--- src/hw/rtl/assert_macros.svh ---
// assertion macros for the rtl files that carry checks
// no dependencies; include by bare file name
`ifndef ASSERT_MACROS_SVH
`define ASSERT_MACROS_SVH

// same-cycle implication, disabled during reset
`define ASSERT_IMPL(label, clk, rst, ante, cons) \
  label: assert property (@(posedge clk) disable iff (rst) (ante) |-> (cons)) \
    else $error("%m: implication failed");

// next-cycle implication, disabled during reset
`define ASSERT_NEXT(label, clk, rst, ante, cons) \
  label: assert property (@(posedge clk) disable iff (rst) (ante) |=> (cons)) \
    else $error("%m: next-cycle implication failed");

`endif

--- src/hw/rtl/rdsd_pkg.sv ---
// shared types and constants for the relay duty sigma-delta modulator
// no dependencies
`default_nettype none

package rdsd_pkg;

  // fixed field widths
  localparam int POWER_W     = 13;
  localparam int ELAPSED_W   = 16;
  localparam int CFG_W       = 16;
  localparam int CFG_INDEX_W = 8;
  localparam int TIME_W      = 32;

  // default sizing
  localparam int POWER_FRAC_BITS_DEF = 12;
  localparam int ACC_WIDTH_DEF       = 48;

  // register indexes
  localparam logic [CFG_INDEX_W-1:0] REG_MIN_DWELL = 8'd0;
  localparam logic [CFG_INDEX_W-1:0] REG_WINDOW    = 8'd1;

  // register reset values
  localparam logic [CFG_W-1:0] MIN_DWELL_RST = 16'd1000;
  localparam logic [CFG_W-1:0] WINDOW_RST    = 16'd10000;

  typedef struct packed {
    logic [CFG_W-1:0] dwell_floor;
    logic [CFG_W-1:0] window_len;
  } cfg_t;

  typedef struct packed {
    logic was_enabled;
    logic relay_state;
  } stat_t;

endpackage

`default_nettype wire

--- src/hw/rtl/rdsd_cfg.sv ---
// configuration registers: min dwell and window length
// depends on rdsd_pkg
`default_nettype none

module rdsd_cfg (
  input  wire logic                             clk,
  input  wire logic                             rst,
  input  wire logic                             cfg_write,
  input  wire logic [rdsd_pkg::CFG_INDEX_W-1:0] cfg_index,
  input  wire logic [rdsd_pkg::CFG_W-1:0]       cfg_data,
  output rdsd_pkg::cfg_t                        cfg
);

  always_ff @(posedge clk) begin
    if (rst) begin
      cfg.dwell_floor <= rdsd_pkg::MIN_DWELL_RST;
      cfg.window_len  <= rdsd_pkg::WINDOW_RST;
    end else if (cfg_write) begin
      unique case (cfg_index)
        rdsd_pkg::REG_MIN_DWELL: cfg.dwell_floor <= cfg_data;
        rdsd_pkg::REG_WINDOW:    cfg.window_len  <= cfg_data;
        default: ;
      endcase
    end
  end

endmodule

`default_nettype wire

--- src/hw/rtl/rdsd_prep.sv ---
// input register stage: power clamp, rate products and dwell threshold
// depends on rdsd_pkg
`default_nettype none

module rdsd_prep #(
  parameter int POWER_FRAC_BITS = rdsd_pkg::POWER_FRAC_BITS_DEF,
  localparam int PW = POWER_FRAC_BITS + 1,
  localparam int MW = POWER_FRAC_BITS + 17
) (
  input  wire logic                           clk,
  input  wire logic                           rst,
  input  wire rdsd_pkg::cfg_t                 cfg,
  input  wire logic                           in_valid,
  output logic                                in_ready,
  input  wire logic                           enable,
  input  wire logic [rdsd_pkg::POWER_W-1:0]   power,
  input  wire logic [rdsd_pkg::ELAPSED_W-1:0] elapsed_ms,
  input  wire logic                           core_ready,
  output logic                                s1_valid,
  output logic                                s1_en,
  output logic [rdsd_pkg::ELAPSED_W-1:0]      s1_el,
  output logic [MW-1:0]                       s1_pel,
  output logic [MW-1:0]                       s1_oel,
  output logic [rdsd_pkg::CFG_W-1:0]          s1_dwell
);

  localparam int CW = (PW > rdsd_pkg::POWER_W) ? PW : rdsd_pkg::POWER_W;
  localparam logic [CW-1:0] ONE_C = CW'(1) << POWER_FRAC_BITS;
  localparam logic [PW-1:0] ONE_P = PW'(1) << POWER_FRAC_BITS;
  localparam int SFW = rdsd_pkg::CFG_W + POWER_FRAC_BITS;

  logic [CW-1:0]                      p_ext;
  logic [PW-1:0]                      psat;
  logic [PW-1:0]                      one_minus;
  logic [POWER_FRAC_BITS-1:0]         lesser;
  logic [MW-1:0]                      prod;
  logic [SFW-1:0]                     scaled_full;
  logic [rdsd_pkg::CFG_W-1:0]         scaled;
  logic [rdsd_pkg::CFG_W-1:0]         dwell;
  logic                               accept;

  assign in_ready = !s1_valid || core_ready;
  assign accept   = in_valid && in_ready;

  always_comb begin
    p_ext     = CW'(power);
    psat      = (p_ext > ONE_C) ? ONE_P : p_ext[PW-1:0];
    one_minus = ONE_P - psat;
    // at most half of full scale, so it fits the fraction bits
    lesser    = (psat < one_minus) ? psat[POWER_FRAC_BITS-1:0]
                                   : one_minus[POWER_FRAC_BITS-1:0];
    prod        = MW'(psat) * MW'(elapsed_ms);
    scaled_full = SFW'(cfg.window_len) * SFW'(lesser);
    scaled      = scaled_full[SFW-1:POWER_FRAC_BITS];
    dwell       = (scaled > cfg.dwell_floor) ? scaled : cfg.dwell_floor;
  end

  always_ff @(posedge clk) begin
    if (rst) begin
      s1_valid <= 1'b0;
    end else if (in_ready) begin
      s1_valid <= in_valid;
    end
  end

  always_ff @(posedge clk) begin
    if (accept) begin
      s1_en    <= enable;
      s1_el    <= elapsed_ms;
      s1_pel   <= {prod[MW-2:0], 1'b0};
      s1_oel   <= {elapsed_ms, {(POWER_FRAC_BITS + 1){1'b0}}};
      s1_dwell <= dwell;
    end
  end

endmodule

`default_nettype wire

--- src/hw/rtl/rdsd_core.sv ---
// modulator state, saturating accumulate, dwell check and result register
// depends on rdsd_pkg
`default_nettype none

module rdsd_core #(
  parameter int POWER_FRAC_BITS = rdsd_pkg::POWER_FRAC_BITS_DEF,
  parameter int ACC_WIDTH       = rdsd_pkg::ACC_WIDTH_DEF,
  localparam int MW = POWER_FRAC_BITS + 17
) (
  input  wire logic                           clk,
  input  wire logic                           rst,
  input  wire logic                           s1_valid,
  input  wire logic                           s1_en,
  input  wire logic [rdsd_pkg::ELAPSED_W-1:0] s1_el,
  input  wire logic [MW-1:0]                  s1_pel,
  input  wire logic [MW-1:0]                  s1_oel,
  input  wire logic [rdsd_pkg::CFG_W-1:0]     s1_dwell,
  output logic                                core_ready,
  output logic                                core_adv,
  output rdsd_pkg::stat_t                     stat,
  output logic                                out_valid,
  input  wire logic                           out_ready,
  output logic                                relay_on,
  output logic                                switched
);

  localparam int DW = MW + 1;
  localparam int SW = ((ACC_WIDTH > DW) ? ACC_WIDTH : DW) + 1;
  localparam int TW = rdsd_pkg::TIME_W;
  localparam logic [ACC_WIDTH-1:0] ACC_HI = {1'b0, {(ACC_WIDTH - 1){1'b1}}};
  localparam logic [ACC_WIDTH-1:0] ACC_LO = {1'b1, {(ACC_WIDTH - 1){1'b0}}};

  logic                  was_enabled;
  logic                  relay_state;
  logic [ACC_WIDTH-1:0]  acc;
  logic [TW-1:0]         tis;

  logic                  was_enabled_next;
  logic                  relay_state_next;
  logic [ACC_WIDTH-1:0]  acc_next;
  logic [TW-1:0]         tis_next;

  logic [DW-1:0]         delta;
  logic [SW-1:0]         sum;
  logic [SW-ACC_WIDTH:0] sum_top;
  logic [ACC_WIDTH-1:0]  acc_sat;
  logic [TW:0]           t_sum;
  logic [TW-1:0]         t_sat;
  logic                  want_off;
  logic                  want_on;

  assign core_ready = !out_valid || out_ready;
  assign core_adv   = s1_valid && core_ready;
  assign stat       = '{was_enabled: was_enabled, relay_state: relay_state};

  always_comb begin
    delta = relay_state ? ({1'b0, s1_oel} - {1'b0, s1_pel}) : -{1'b0, s1_pel};
    sum   = {{(SW - ACC_WIDTH){acc[ACC_WIDTH-1]}}, acc}
          + {{(SW - DW){delta[DW-1]}}, delta};
    sum_top = sum[SW-1:ACC_WIDTH-1];
    if ((&sum_top) || !(|sum_top)) begin
      acc_sat = sum[ACC_WIDTH-1:0];
    end else begin
      acc_sat = sum[SW-1] ? ACC_LO : ACC_HI;
    end

    t_sum = {1'b0, tis} + (TW + 1)'(s1_el);
    t_sat = t_sum[TW] ? {TW{1'b1}} : t_sum[TW-1:0];

    want_off = relay_state && !acc_sat[ACC_WIDTH-1] && (|acc_sat);
    want_on  = !relay_state && acc_sat[ACC_WIDTH-1];

    was_enabled_next = 1'b1;
    relay_state_next = relay_state;
    acc_next         = acc_sat;
    tis_next         = t_sat;
    if (!s1_en || !was_enabled) begin
      // disabled tick or first enabled tick: clear, relay off
      was_enabled_next = s1_en;
      relay_state_next = 1'b0;
      acc_next         = '0;
      tis_next         = '0;
    end else if ((want_off || want_on) && (t_sat >= TW'(s1_dwell))) begin
      relay_state_next = want_on;
      tis_next         = '0;
    end
  end

  always_ff @(posedge clk) begin
    if (rst) begin
      was_enabled <= 1'b0;
      relay_state <= 1'b0;
      acc         <= '0;
      tis         <= '0;
      out_valid   <= 1'b0;
    end else begin
      if (core_ready) begin
        out_valid <= s1_valid;
      end
      if (core_adv) begin
        was_enabled <= was_enabled_next;
        relay_state <= relay_state_next;
        acc         <= acc_next;
        tis         <= tis_next;
      end
    end
  end

  always_ff @(posedge clk) begin
    if (core_adv) begin
      relay_on <= relay_state_next;
      switched <= relay_state_next != relay_state;
    end
  end

endmodule

`default_nettype wire

--- src/hw/rtl/relay_duty_sigma_delta_dwell.sv ---
// top level of the relay duty sigma-delta modulator with minimum dwell
// depends on rdsd_pkg, rdsd_cfg, rdsd_prep, rdsd_core and assert_macros.svh
`default_nettype none
`include "assert_macros.svh"

// Relay time-proportioning modulator. Each input transfer is one tick with an
// enable, a Q(POWER_FRAC_BITS) power demand and the milliseconds since the last
// tick; each tick yields exactly one result transfer with the relay drive and a
// switched flag. Throughput is one tick per clock while out_ready is high: the
// state (accumulator, time in state, relay, enable history) updates whenever
// the core stage advances, so ticks can stream back to back. The tick is
// registered in the input stage and its result in the core stage: the input
// register stage clamps power, forms the rate products and the dwell
// threshold (the two multipliers sit here), and the core stage does the
// saturating accumulate, the dwell compare and loads the result register. A
// finished result may wait on out_ready while the next tick is already held
// in the input stage. Configuration (min dwell, window) is written through a
// plain write port, indexes beyond the register list are ignored, and writes
// are expected only while no tick is in flight.

module relay_duty_sigma_delta_dwell #(
  parameter int POWER_FRAC_BITS = rdsd_pkg::POWER_FRAC_BITS_DEF,
  parameter int ACC_WIDTH       = rdsd_pkg::ACC_WIDTH_DEF
) (
  input  wire logic                             clk,
  input  wire logic                             rst,
  // configuration write port
  input  wire logic                             cfg_write,
  input  wire logic [rdsd_pkg::CFG_INDEX_W-1:0] cfg_index,
  input  wire logic [rdsd_pkg::CFG_W-1:0]       cfg_data,
  // tick input channel
  input  wire logic                             in_valid,
  output logic                                  in_ready,
  input  wire logic                             enable,
  input  wire logic [rdsd_pkg::POWER_W-1:0]     power,
  input  wire logic [rdsd_pkg::ELAPSED_W-1:0]   elapsed_ms,
  // result channel
  output logic                                  out_valid,
  input  wire logic                             out_ready,
  output logic                                  relay_on,
  output logic                                  switched
);

  localparam int MW = POWER_FRAC_BITS + 17;

  rdsd_pkg::cfg_t                  cfg;
  rdsd_pkg::stat_t                 stat;

  // input stage to core
  logic                            s1_valid;
  logic                            s1_en;
  logic [rdsd_pkg::ELAPSED_W-1:0]  s1_el;
  logic [MW-1:0]                   s1_pel;   // 2*clamped power*elapsed
  logic [MW-1:0]                   s1_oel;   // 2*one*elapsed
  logic [rdsd_pkg::CFG_W-1:0]      s1_dwell; // dwell threshold for this tick
  logic                            core_ready;
  logic                            core_adv;

  rdsd_cfg u_cfg (
    .clk       (clk),
    .rst       (rst),
    .cfg_write (cfg_write),
    .cfg_index (cfg_index),
    .cfg_data  (cfg_data),
    .cfg       (cfg)
  );

  rdsd_prep #(
    .POWER_FRAC_BITS (POWER_FRAC_BITS)
  ) u_prep (
    .clk        (clk),
    .rst        (rst),
    .cfg        (cfg),
    .in_valid   (in_valid),
    .in_ready   (in_ready),
    .enable     (enable),
    .power      (power),
    .elapsed_ms (elapsed_ms),
    .core_ready (core_ready),
    .s1_valid   (s1_valid),
    .s1_en      (s1_en),
    .s1_el      (s1_el),
    .s1_pel     (s1_pel),
    .s1_oel     (s1_oel),
    .s1_dwell   (s1_dwell)
  );

  rdsd_core #(
    .POWER_FRAC_BITS (POWER_FRAC_BITS),
    .ACC_WIDTH       (ACC_WIDTH)
  ) u_core (
    .clk        (clk),
    .rst        (rst),
    .s1_valid   (s1_valid),
    .s1_en      (s1_en),
    .s1_el      (s1_el),
    .s1_pel     (s1_pel),
    .s1_oel     (s1_oel),
    .s1_dwell   (s1_dwell),
    .core_ready (core_ready),
    .core_adv   (core_adv),
    .stat       (stat),
    .out_valid  (out_valid),
    .out_ready  (out_ready),
    .relay_on   (relay_on),
    .switched   (switched)
  );

  // a tick held in the input stage is never dropped while the core stalls
  `ASSERT_NEXT(a_hold_stalled, clk, rst, s1_valid && !core_ready, s1_valid)
  // the delivered relay drive always matches the state the tick left behind
  `ASSERT_NEXT(a_result_tracks_state, clk, rst, core_adv,
               out_valid && (relay_on == stat.relay_state))
  // the relay is never on unless the modulator has been running
  `ASSERT_IMPL(a_off_when_idle, clk, rst, !stat.was_enabled, !stat.relay_state)

endmodule

`default_nettype wire
--- config.mk ---
export PLATFORM = sky130hd
export DESIGN_NAME = relay_duty_sigma_delta_dwell
export DESIGN_NICKNAME = d
export VERILOG_FILES = /design/src/hw/rtl/rdsd_pkg.sv /design/src/hw/rtl/rdsd_cfg.sv /design/src/hw/rtl/rdsd_prep.sv /design/src/hw/rtl/rdsd_core.sv /design/src/hw/rtl/relay_duty_sigma_delta_dwell.sv
export VERILOG_INCLUDE_DIRS = /design/src /design/src/hw/rtl
export SDC_FILE = /design/constraint.sdc
export NUM_CORES = 1
export LEC_CHECK = 0
export ABC_AREA = 1
export BUFFER_PORTS_ARGS = -buffer_cell sky130_fd_sc_hd__buf_2
export CAP_MARGIN = 0
export CORE_ASPECT_RATIO = 0.75
export CORE_MARGIN = 2
export CORE_UTILIZATION = 55
export CTS_BUF_LIST = sky130_fd_sc_hd__clkbuf_4 sky130_fd_sc_hd__clkbuf_8
export CTS_CLUSTER_SIZE = 16
export DETAILED_ROUTE_END_ITERATION = 10
export GPL_TIMING_DRIVEN = 0
export PLACE_DENSITY = 0.71
export SLEW_MARGIN = 20
export SYNTH_ARGS = -nofsm -noshare
export SYNTH_HDL_FRONTEND = slang
export SYNTH_HIERARCHICAL = 1
export SYNTH_SLANG_ARGS = --single-unit
--- constraint.sdc ---
create_clock -name clk -period 11.49 [get_ports clk]
set_clock_uncertainty 0.05 [all_clocks]
set_input_delay 0.5745 -clock clk [delete_from_list [all_inputs] [get_ports clk]]
set_output_delay 0.5745 -clock clk [all_outputs]
set_load 0.02 [all_outputs]
; ---- Word-level counts from Yosys, hierarchy flattened
; Index checks and enable logic that the tools add are counted.
[classes]
n_addsub = 5
mul = 2
order_cmp = 4
n_eq_ne = 2
muxes = 13
reduce_logical = 24
[ops]
columns = cell, n
row1 = 48-bit 2-to-1 mux, 3
row2 = 32-bit 2-to-1 mux, 3
row3 = 48-bit by 30-bit adder with 49-bit output, 1
row4 = 48-bit OR reduction, 1
row5 = 32-bit by 16-bit adder with 33-bit output, 1
row6 = 32-bit by 16-bit greater-or-equal comparator with 1-bit output, 1
row7 = 30-bit 2-to-1 mux, 1
row8 = 29-bit negation with 30-bit output, 1
row9 = 29-bit by 29-bit subtractor with 30-bit output, 1
row10 = 13-bit by 16-bit multiplier with 28-bit output, 1
row11 = 16-bit by 12-bit multiplier with 28-bit output, 1
row12 = 16-bit > comparator, 1
row13 = 16-bit 2-to-1 mux, 1
row14 = "13-bit > comparator, second input constant", 1
row15 = 13-bit less-than comparator, 1
row16 = 13-bit 2-to-1 mux, 1
row17 = "13-bit subtractor, first input constant", 1
row18 = 12-bit 2-to-1 mux, 1
row19 = "8-bit by 1-bit equality test with 1-bit output, second input constant", 1
row20 = 8-bit zero test, 1
row21 = 1-bit zero test, 7
row22 = 1-bit logical AND, 6
row23 = 2-bit AND reduction, 3
row24 = 1-bit logical OR, 5
row25 = 3 further kinds, 5
[totals]
ff_bits = 179
input_bits = 59
out_inout_bits = 4
elab_cells = 64

; ---- Depth between registers and ports, before layout
; Gate-level depths: netlist of run 1.
[depth]
ltp_word = 15
mapped_depth = 60
depth_no_buf = 57

; ---- Cells and area by module
; The synthesis of run 1 kept the hierarchy.
[by_module_without_submodules]
columns = mod, instances, cells_per_inst, area_each_um2, seq_area_each_um2
row1 = rdsd_prep, 1, 1984, 15937.8, 1851.8
row2 = rdsd_core, 1, 1934, 11224.5, 1721.7
row3 = rdsd_cfg, 1, 191, 1351.3, 640.6

; ---- Least setup slack after synthesis of run 1
; No wires, ideal clock.
[synth_path]
path_kind = input port to flip-flop
from = input power[3] (netlist name)
to = register u_prep/s1_dwell[10] (netlist name), data pin
setup_ns = 0.264
arrival_time_ns = 9.028
required_ns = 11.176
path_slack_ns = 2.147
stages = 50
n_path_buf = 3
cell_sequence = nor2_1 nand2_1 nor2_1 nand2_1 nand2_1 inv_1 nor2_1 clkinv_1 nand4_1 nand3b_1 ha_1 xnor2_1 nand2_1 nor2_2 nand3_1 nand3_2 inv_2 buf_2 [14 not listed] a21oi_1 inv_1 a31oi_1 inv_1 a21oi_1 nor3_1 a2111oi_0 nand3_1 and2_1 ha_1 nand2_1 inv_1 nand4_1 o21ai_0 inv_1 clkbuf_1 nand3_1 o21ai_1
[synth_between]
elab_chain_len = 8
[synth_rtl]
columns = element, line_no
row1 = start: declaration, relay_duty_sigma_delta_dwell.sv:35  ; input wire logic [rdsd_pkg::POWER_W-1:0] power,
row2 = 13-bit > comparator, rdsd_prep.sv:47  ; psat = (p_ext > ONE_C) ? ONE_P : p_ext[PW-1:0];
row3 = 13-bit 2-to-1 mux (*), rdsd_prep.sv:47
row4 = 13-bit subtractor, rdsd_prep.sv:48  ; one_minus = ONE_P - psat;
row5 = 13-bit less-than comparator, rdsd_prep.sv:50  ; lesser = (psat < one_minus) ? psat[POWER_FRAC_BITS-1:0]
row6 = 12-bit 2-to-1 mux (*), rdsd_prep.sv:50
row7 = 16-bit by 12-bit multiplier with 28-bit output (*), rdsd_prep.sv:53  ; scaled_full = SFW'(cfg.window_len) * SFW'(lesser);
row8 = 16-bit > comparator, rdsd_prep.sv:55  ; dwell = (scaled > cfg.dwell_floor) ? scaled : cfg.dwell_floor;
row9 = 16-bit 2-to-1 mux (*), rdsd_prep.sv:55
row10 = via u_prep.dwell (one bit), rdsd_prep.sv:39  ; logic [rdsd_pkg::CFG_W-1:0] dwell;
row11 = end signal: assignment, rdsd_prep.sv:72  ; s1_dwell <= dwell;
row12 = end: declaration, rdsd_prep.sv:24  ; output logic [rdsd_pkg::CFG_W-1:0] s1_dwell
; The timed path passes the listed nets; every way through them passes the cells marked *.
; A chain may end at the register's enable or synchronous reset.

; ---- Final worst setup path of run 1
[layout_path]
from = input power[12] (netlist name)
to = register u_prep/s1_dwell[12] (netlist name), data pin
; The elaborated chain is that of the path after synthesis.

==> results.cfg, run 1 <==
[timing]
finalSetupTns_ns = 0
timing.final.crit_share_pct = 94.1
finalHoldViolCount = 0
setup_violations = 0
fin_ws_ns = 0.681
slew_violations = 0
grt_setup_unrepaired = false
period_needed_ns = 10.81
tightest_slew_ns = 0.888
max_freq_mhz = 92.5
slew_headroom_pct = 40.8
whs_ns = 0.181

[clock_network]
clock_latency_ns = 0.54
cts_buffers = 17
root_buffer = clkbuf_8
h-tree-depth = 4
clk_pin_slew_ns = 0.10
clkSinkCount = 179
cts_hold_buf = 0
cts_tree = done
cts.path.max_buffers = 2

[route]
totalWireLength_mm = 81.8
dr.pass1.iters = 6
antenna_left = 0
avgViaCountPerCell = 5.29
wl_per_cell_um = 16.8
vias = 25819
drtIter0Drc = 2364
drc_errors = 0

[power]
p_total_mw = 4.71
vdd_ir_drop_max_mv = 0.160
power_density_nw_per_um2 = 156
leakage_nw = 16.3

[critical_path]
critPathRequiredTime_ns = 11.71
reg2reg_slack_ns = 3.54
timing.rr.start = u_cfg/cfg[11]
critPathMostFrequentCell = nand2_1
worstSetupEndpointType = flip-flop
slowest_stage = fa_1
regToRegEndpoint = u_prep/s1_dwell[15]
cp_max_fo = 10
arrival_ns = 11.03
rr_worst_depth = 27
worst-setup-path-type = in2reg
slowest_delay_ns = 0.63
critPathLaunchType = input pin

[die]
initial_core_util_pct = 55.5
fp-row-count = 72
core-area_um2 = 51300
fp.dieH_um = 201
die_x_um = 267
die_area_um2 = 53700
num_io_pins = 63

[layout]
finish.net_count = 4821
diodes = 0
drive_gt1_share_pct = 7.22
mostFrequentLayoutCells = nand2_1 (1155), inv_1 (805), nor2_1 (355), fa_1 (295), ha_1 (267)
final_cells = 4879
final_common_cell = nand2_1
synthToLayoutAreaGrowth_pct = 5.99

[synth]
ys_warn_count = 6
syn_inst = 4107
netlist_area_um2 = 28500
synth.avg_cell_area_um2 = 6.94

[placed_design]
place_hpwl_mm = 68.5
placed_cells = 4851
gp_congestion = 1.00
dp_slack_ns = -0.343
port_buffers = 62

[global_route]
groute.usage.overall_pct = 31.4
grt_max_degree = 27
antenna_found_initial = 0
grt_pass1_wl_mm = 133
grt_pass1_vias = 24616
overflow = 0

[min_path]
min_to = u_prep/s1_en
hold_depth = 1
hp-start = enable
worstHoldPathType = in2reg

[status]
status = finished, final reports clean

[flow_run]
cap_viol_max_count = 0
## repair_timing
item / in CTS / in global routing
setup buffers: 0 / 0
endpoints found under the setup margin: 0 / 16
resized for setup: 0 / 10
hold endpoints to repair: 0 / 0
## how the worst max path moves through the flow
stage / cells after the start / startpoint / endpoint / slack, ns
2_1_floorplan: 50 / power[3] / u_prep/s1_dwell[10] / 2.15
3_3_place_gp: 54 / power[4] / u_prep/s1_dwell[12] / -0.21
3_5_place_dp: 51 / power[7] / u_prep/s1_dwell[14] / -0.34
4_1_cts: 54 / power[7] / u_prep/s1_dwell[12] / 0.22
5_1_grt: 49 / power[12] / u_prep/s1_dwell[12] / 0.004
6_report: 50 / power[12] / u_prep/s1_dwell[12] / 0.68
## registers in the layout (all words and copies together) (netlist names), 16 cells and up
register,flops
u_prep/s1_dwell,16
u_prep/s1_oel,16
u_core/acc,48
u_prep/s1_pel,28
u_cfg/cfg,32
u_core/tis,32
## where the power goes
group	leakage [nW]	switching (mW)	total (mW)	internal (mW)
Clock	0.206	0.265	0.474	0.208
Combinational	14.5	2.20	3.40	1.20
Sequential	1.56	0.0252	0.833	0.808
Total	16.3	2.49	4.71	2.21
## area by class of cell
class	instances	area (µm²)
Multi-Input combinational cell	2965	20500
Sequential cell	179	4210
Timing Repair Buffer	65	377
Buffer	135	716
Tap cell	666	833
Clock inverter	12	145
Clock buffer	20	263
Inverter	837	3160
Fill cell	5075	21100
## metal layers
metal / share of wire [%] / track usage [%]
met2: 42 / 46.5
met1: 49 / 49.3
met3: 8.2 / 4.25
met5: 0 / 0
met4: 1.1 / 5.06
## worst max-delay path, delay by kind of cell
family                     cells  cell delay (ns)
xor gates and xnor gates       2             0.52
and+or+nand+nor               19             2.83
AOI/OAI and AO/OA              8             1.35
adders and majority gates      8             3.79
buffers and inverters         13             1.95
## metrics by stage
step	instance area (µm²)	utilization, %
2_1_floorplan	28500	-
3_3_place_gp	29700	57.8
3_5_place_dp	29800	58.0
4_1_cts	30200	58.8
5_1_grt	30200	58.8
6_report	30200	58.8
(Power assumes the default switching activity.)
==> run 2: changes to the inputs <==
CORE_MARGIN = unset   (was 2)
==> run 2 against run 1 <==
Compared with the run above: setup slack worse by 0.028 ns; via count is 0.29% lower; power is 0.43% lower; critical path depth is 4 lower; sequential share of layout area hardly changed; count of clock-buffer cells in the layout is 1 lower; maximum frequency is 0.26% lower.
==> results.cfg, run 2 (synthesis results as in run 1) <==
[critical_path]
worstSetupEndpointType = flip-flop
slowest_stage = fa_1
critPathMostFrequentCell = inv_1
rr_worst_depth = 29
cp_num_buf_inv = 14
reg2reg_slack_ns = 3.37
arrival_ns = 11.06
crit_family = adder cells
critPathLaunchType = input pin
regToRegEndpoint = u_prep/s1_dwell[14]
critPathRequiredTime_ns = 11.71
slowest_delay_ns = 0.61
path_depth = 46
timing.rr.start = u_cfg/cfg[11]
cp_max_fo = 10
worst-setup-path-type = in2reg

[route]
avgViaCountPerCell = 5.28
wl_per_cell_um = 16.7
antenna_left = 0
drtIter0Drc = 2295
drc_errors = 0
vias = 25743
dr.pass1.iters = 6
totalWireLength_mm = 81.2

[power]
leakage_nw = 16.3
combPwrFrac_pct = 72.6
p_clk_share_pct = 9.7
sw_frac_of_total_pct = 52.9
power_density_nw_per_um2 = 155
p_total_mw = 4.69
vdd_ir_drop_max_mv = 0.155
power.switching_mw = 2.48
p_int_mw = 2.21
power.share.sequential_pct = 17.8

[timing]
grt_setup_unrepaired = false
tightest_slew_ns = 0.876
period_needed_ns = 10.84
slew_violations = 0
max_freq_mhz = 92.3
whs_ns = 0.172
timing.final.crit_share_pct = 94.3
setup_violations = 0
slew_headroom_pct = 41.6
finalHoldViolCount = 0
fin_ws_ns = 0.653

[global_route]
groute.usage.overall_pct = 31.9
grt_pass1_vias = 24537
overflow = 0
met2_usage_pct = 46.5
antenna_found_initial = 3
gr-usage-met1_pct = 48.3
grtUsageMet3_pct = 6.62
grt-busiest-layer = met1
grt_pass1_wl_mm = 131
grt_max_degree = 27

[clock_network]
cts.path.max_buffers = 2
clk_pin_slew_ns = 0.10
h-tree-depth = 4
cts_tree = done
clock_latency_ns = 0.53
clkSinkCount = 179
cts_buffers = 17
root_buffer = clkbuf_8
cts_hold_buf = 0

[layout]
drive_gt1_share_pct = 7.35
top_regs = u_core/acc x48, u_cfg/cfg x32, u_core/tis x32
largest_register = u_core/acc
fillCellCount = 4911
finish.net_count = 4823
mostFrequentLayoutCells = nand2_1 (1153), inv_1 (805), nor2_1 (355), fa_1 (295), ha_1 (267)
final_core_util_pct = 59.7
largest_reg_flops = 48
synthToLayoutAreaGrowth_pct = 6.05
final_common_cell = nand2_1
finalInstanceArea_um2 = 30200

[status]
status = finished, final reports clean

[placed_design]
place_hpwl_mm = 68.3
postPlaceCellArea_um2 = 29800
gp_congestion = 1.02
dp_slack_ns = -0.362
port_buffers = 62

[min_path]
worstHoldPathType = in2reg
hold_depth = 1
hp-start = enable
min_to = u_prep/s1_en

[die]
die_area_um2 = 52700
die_x_um = 265
num_io_pins = 63
initial_core_util_pct = 56.3
fp-row-count = 71
fp.dieH_um = 199
core-area_um2 = 50600

[flow_run]
cap_viol_max_count = 0
==> run 2: metal layers <==
metal / part of all wire [%] / routed length, µm
met1: 48 / 38900
met2: 40 / 32800
met3: 10 / 8150
met4: 1.6 / 1330
met5: 0.016 / 13
==> run 2: worst max-delay path by stage <==
stage	slack (ns)	start	end
after global placement	-0.36	power[4]	u_prep/s1_dwell[14]
after detailed placement	-0.36	power[4]	u_prep/s1_dwell[14]
after global routing	0.05	power[12]	u_prep/s1_dwell[15]
after CTS	0.18	power[4]	u_prep/s1_dwell[14]
final	0.65	power[12]	u_prep/s1_dwell[14]
after floorplan	2.15	power[3]	u_prep/s1_dwell[10]
==> run 2: through the flow <==
stage | TNS, ns | instances
after CTS | 0 | 4874
final | 0 | 4875
after detailed placement | -4.79 | 4842
after floorplan | 0 | 4120
after global placement | -4.76 | 4839
after global routing | 0 | 4872
==> run 2: power groups by stage <==
stage	registers [mW]	clock network (mW)	logic, mW
after floorplan	0.838	0	2.42
after global placement	0.846	0	3.25
after detailed placement	0.847	0	3.29
after CTS	0.833	0.468	3.32
after global routing	0.840	0.492	3.86
final	0.832	0.454	3.40
==> run 2: area by class of cell <==
| class | count | area, µm² | share of cell area, % |
|---|---|---|---|
| flip-flops and latches | 179 | 4210 | 13.9 |
| clock buffers | 19 | 249 | 0.824 |
| repair buffers | 67 | 392 | 1.30 |
| inverters | 837 | 3160 | 10.4 |
| multi-input cells | 2965 | 20500 | 67.9 |
| well taps | 657 | 822 | 2.72 |
| clock inverters | 13 | 134 | 0.443 |
| diodes | 3 | 7.51 | 0.0248 |
| plain buffers | 135 | 718 | 2.38 |
==> run 2: what timing repair did <==
action / in CTS / in global routing
hold endpoints to repair: 0 / 0
buffers inserted: 0 / 2
gates resized for setup: 0 / 16
endpoints found under the setup margin: 0 / 16
==> run 2: worst reg2reg max path, delay by kind of cell (launching register included) <==
kind                       cells  cell delay, ns
buffers and inverters          9            1.55
and+or+nand+nor                8            1.18
DFF                            1            0.38
adders and majority gates      7            3.27
AOI/OAI and AO/OA              5            1.42
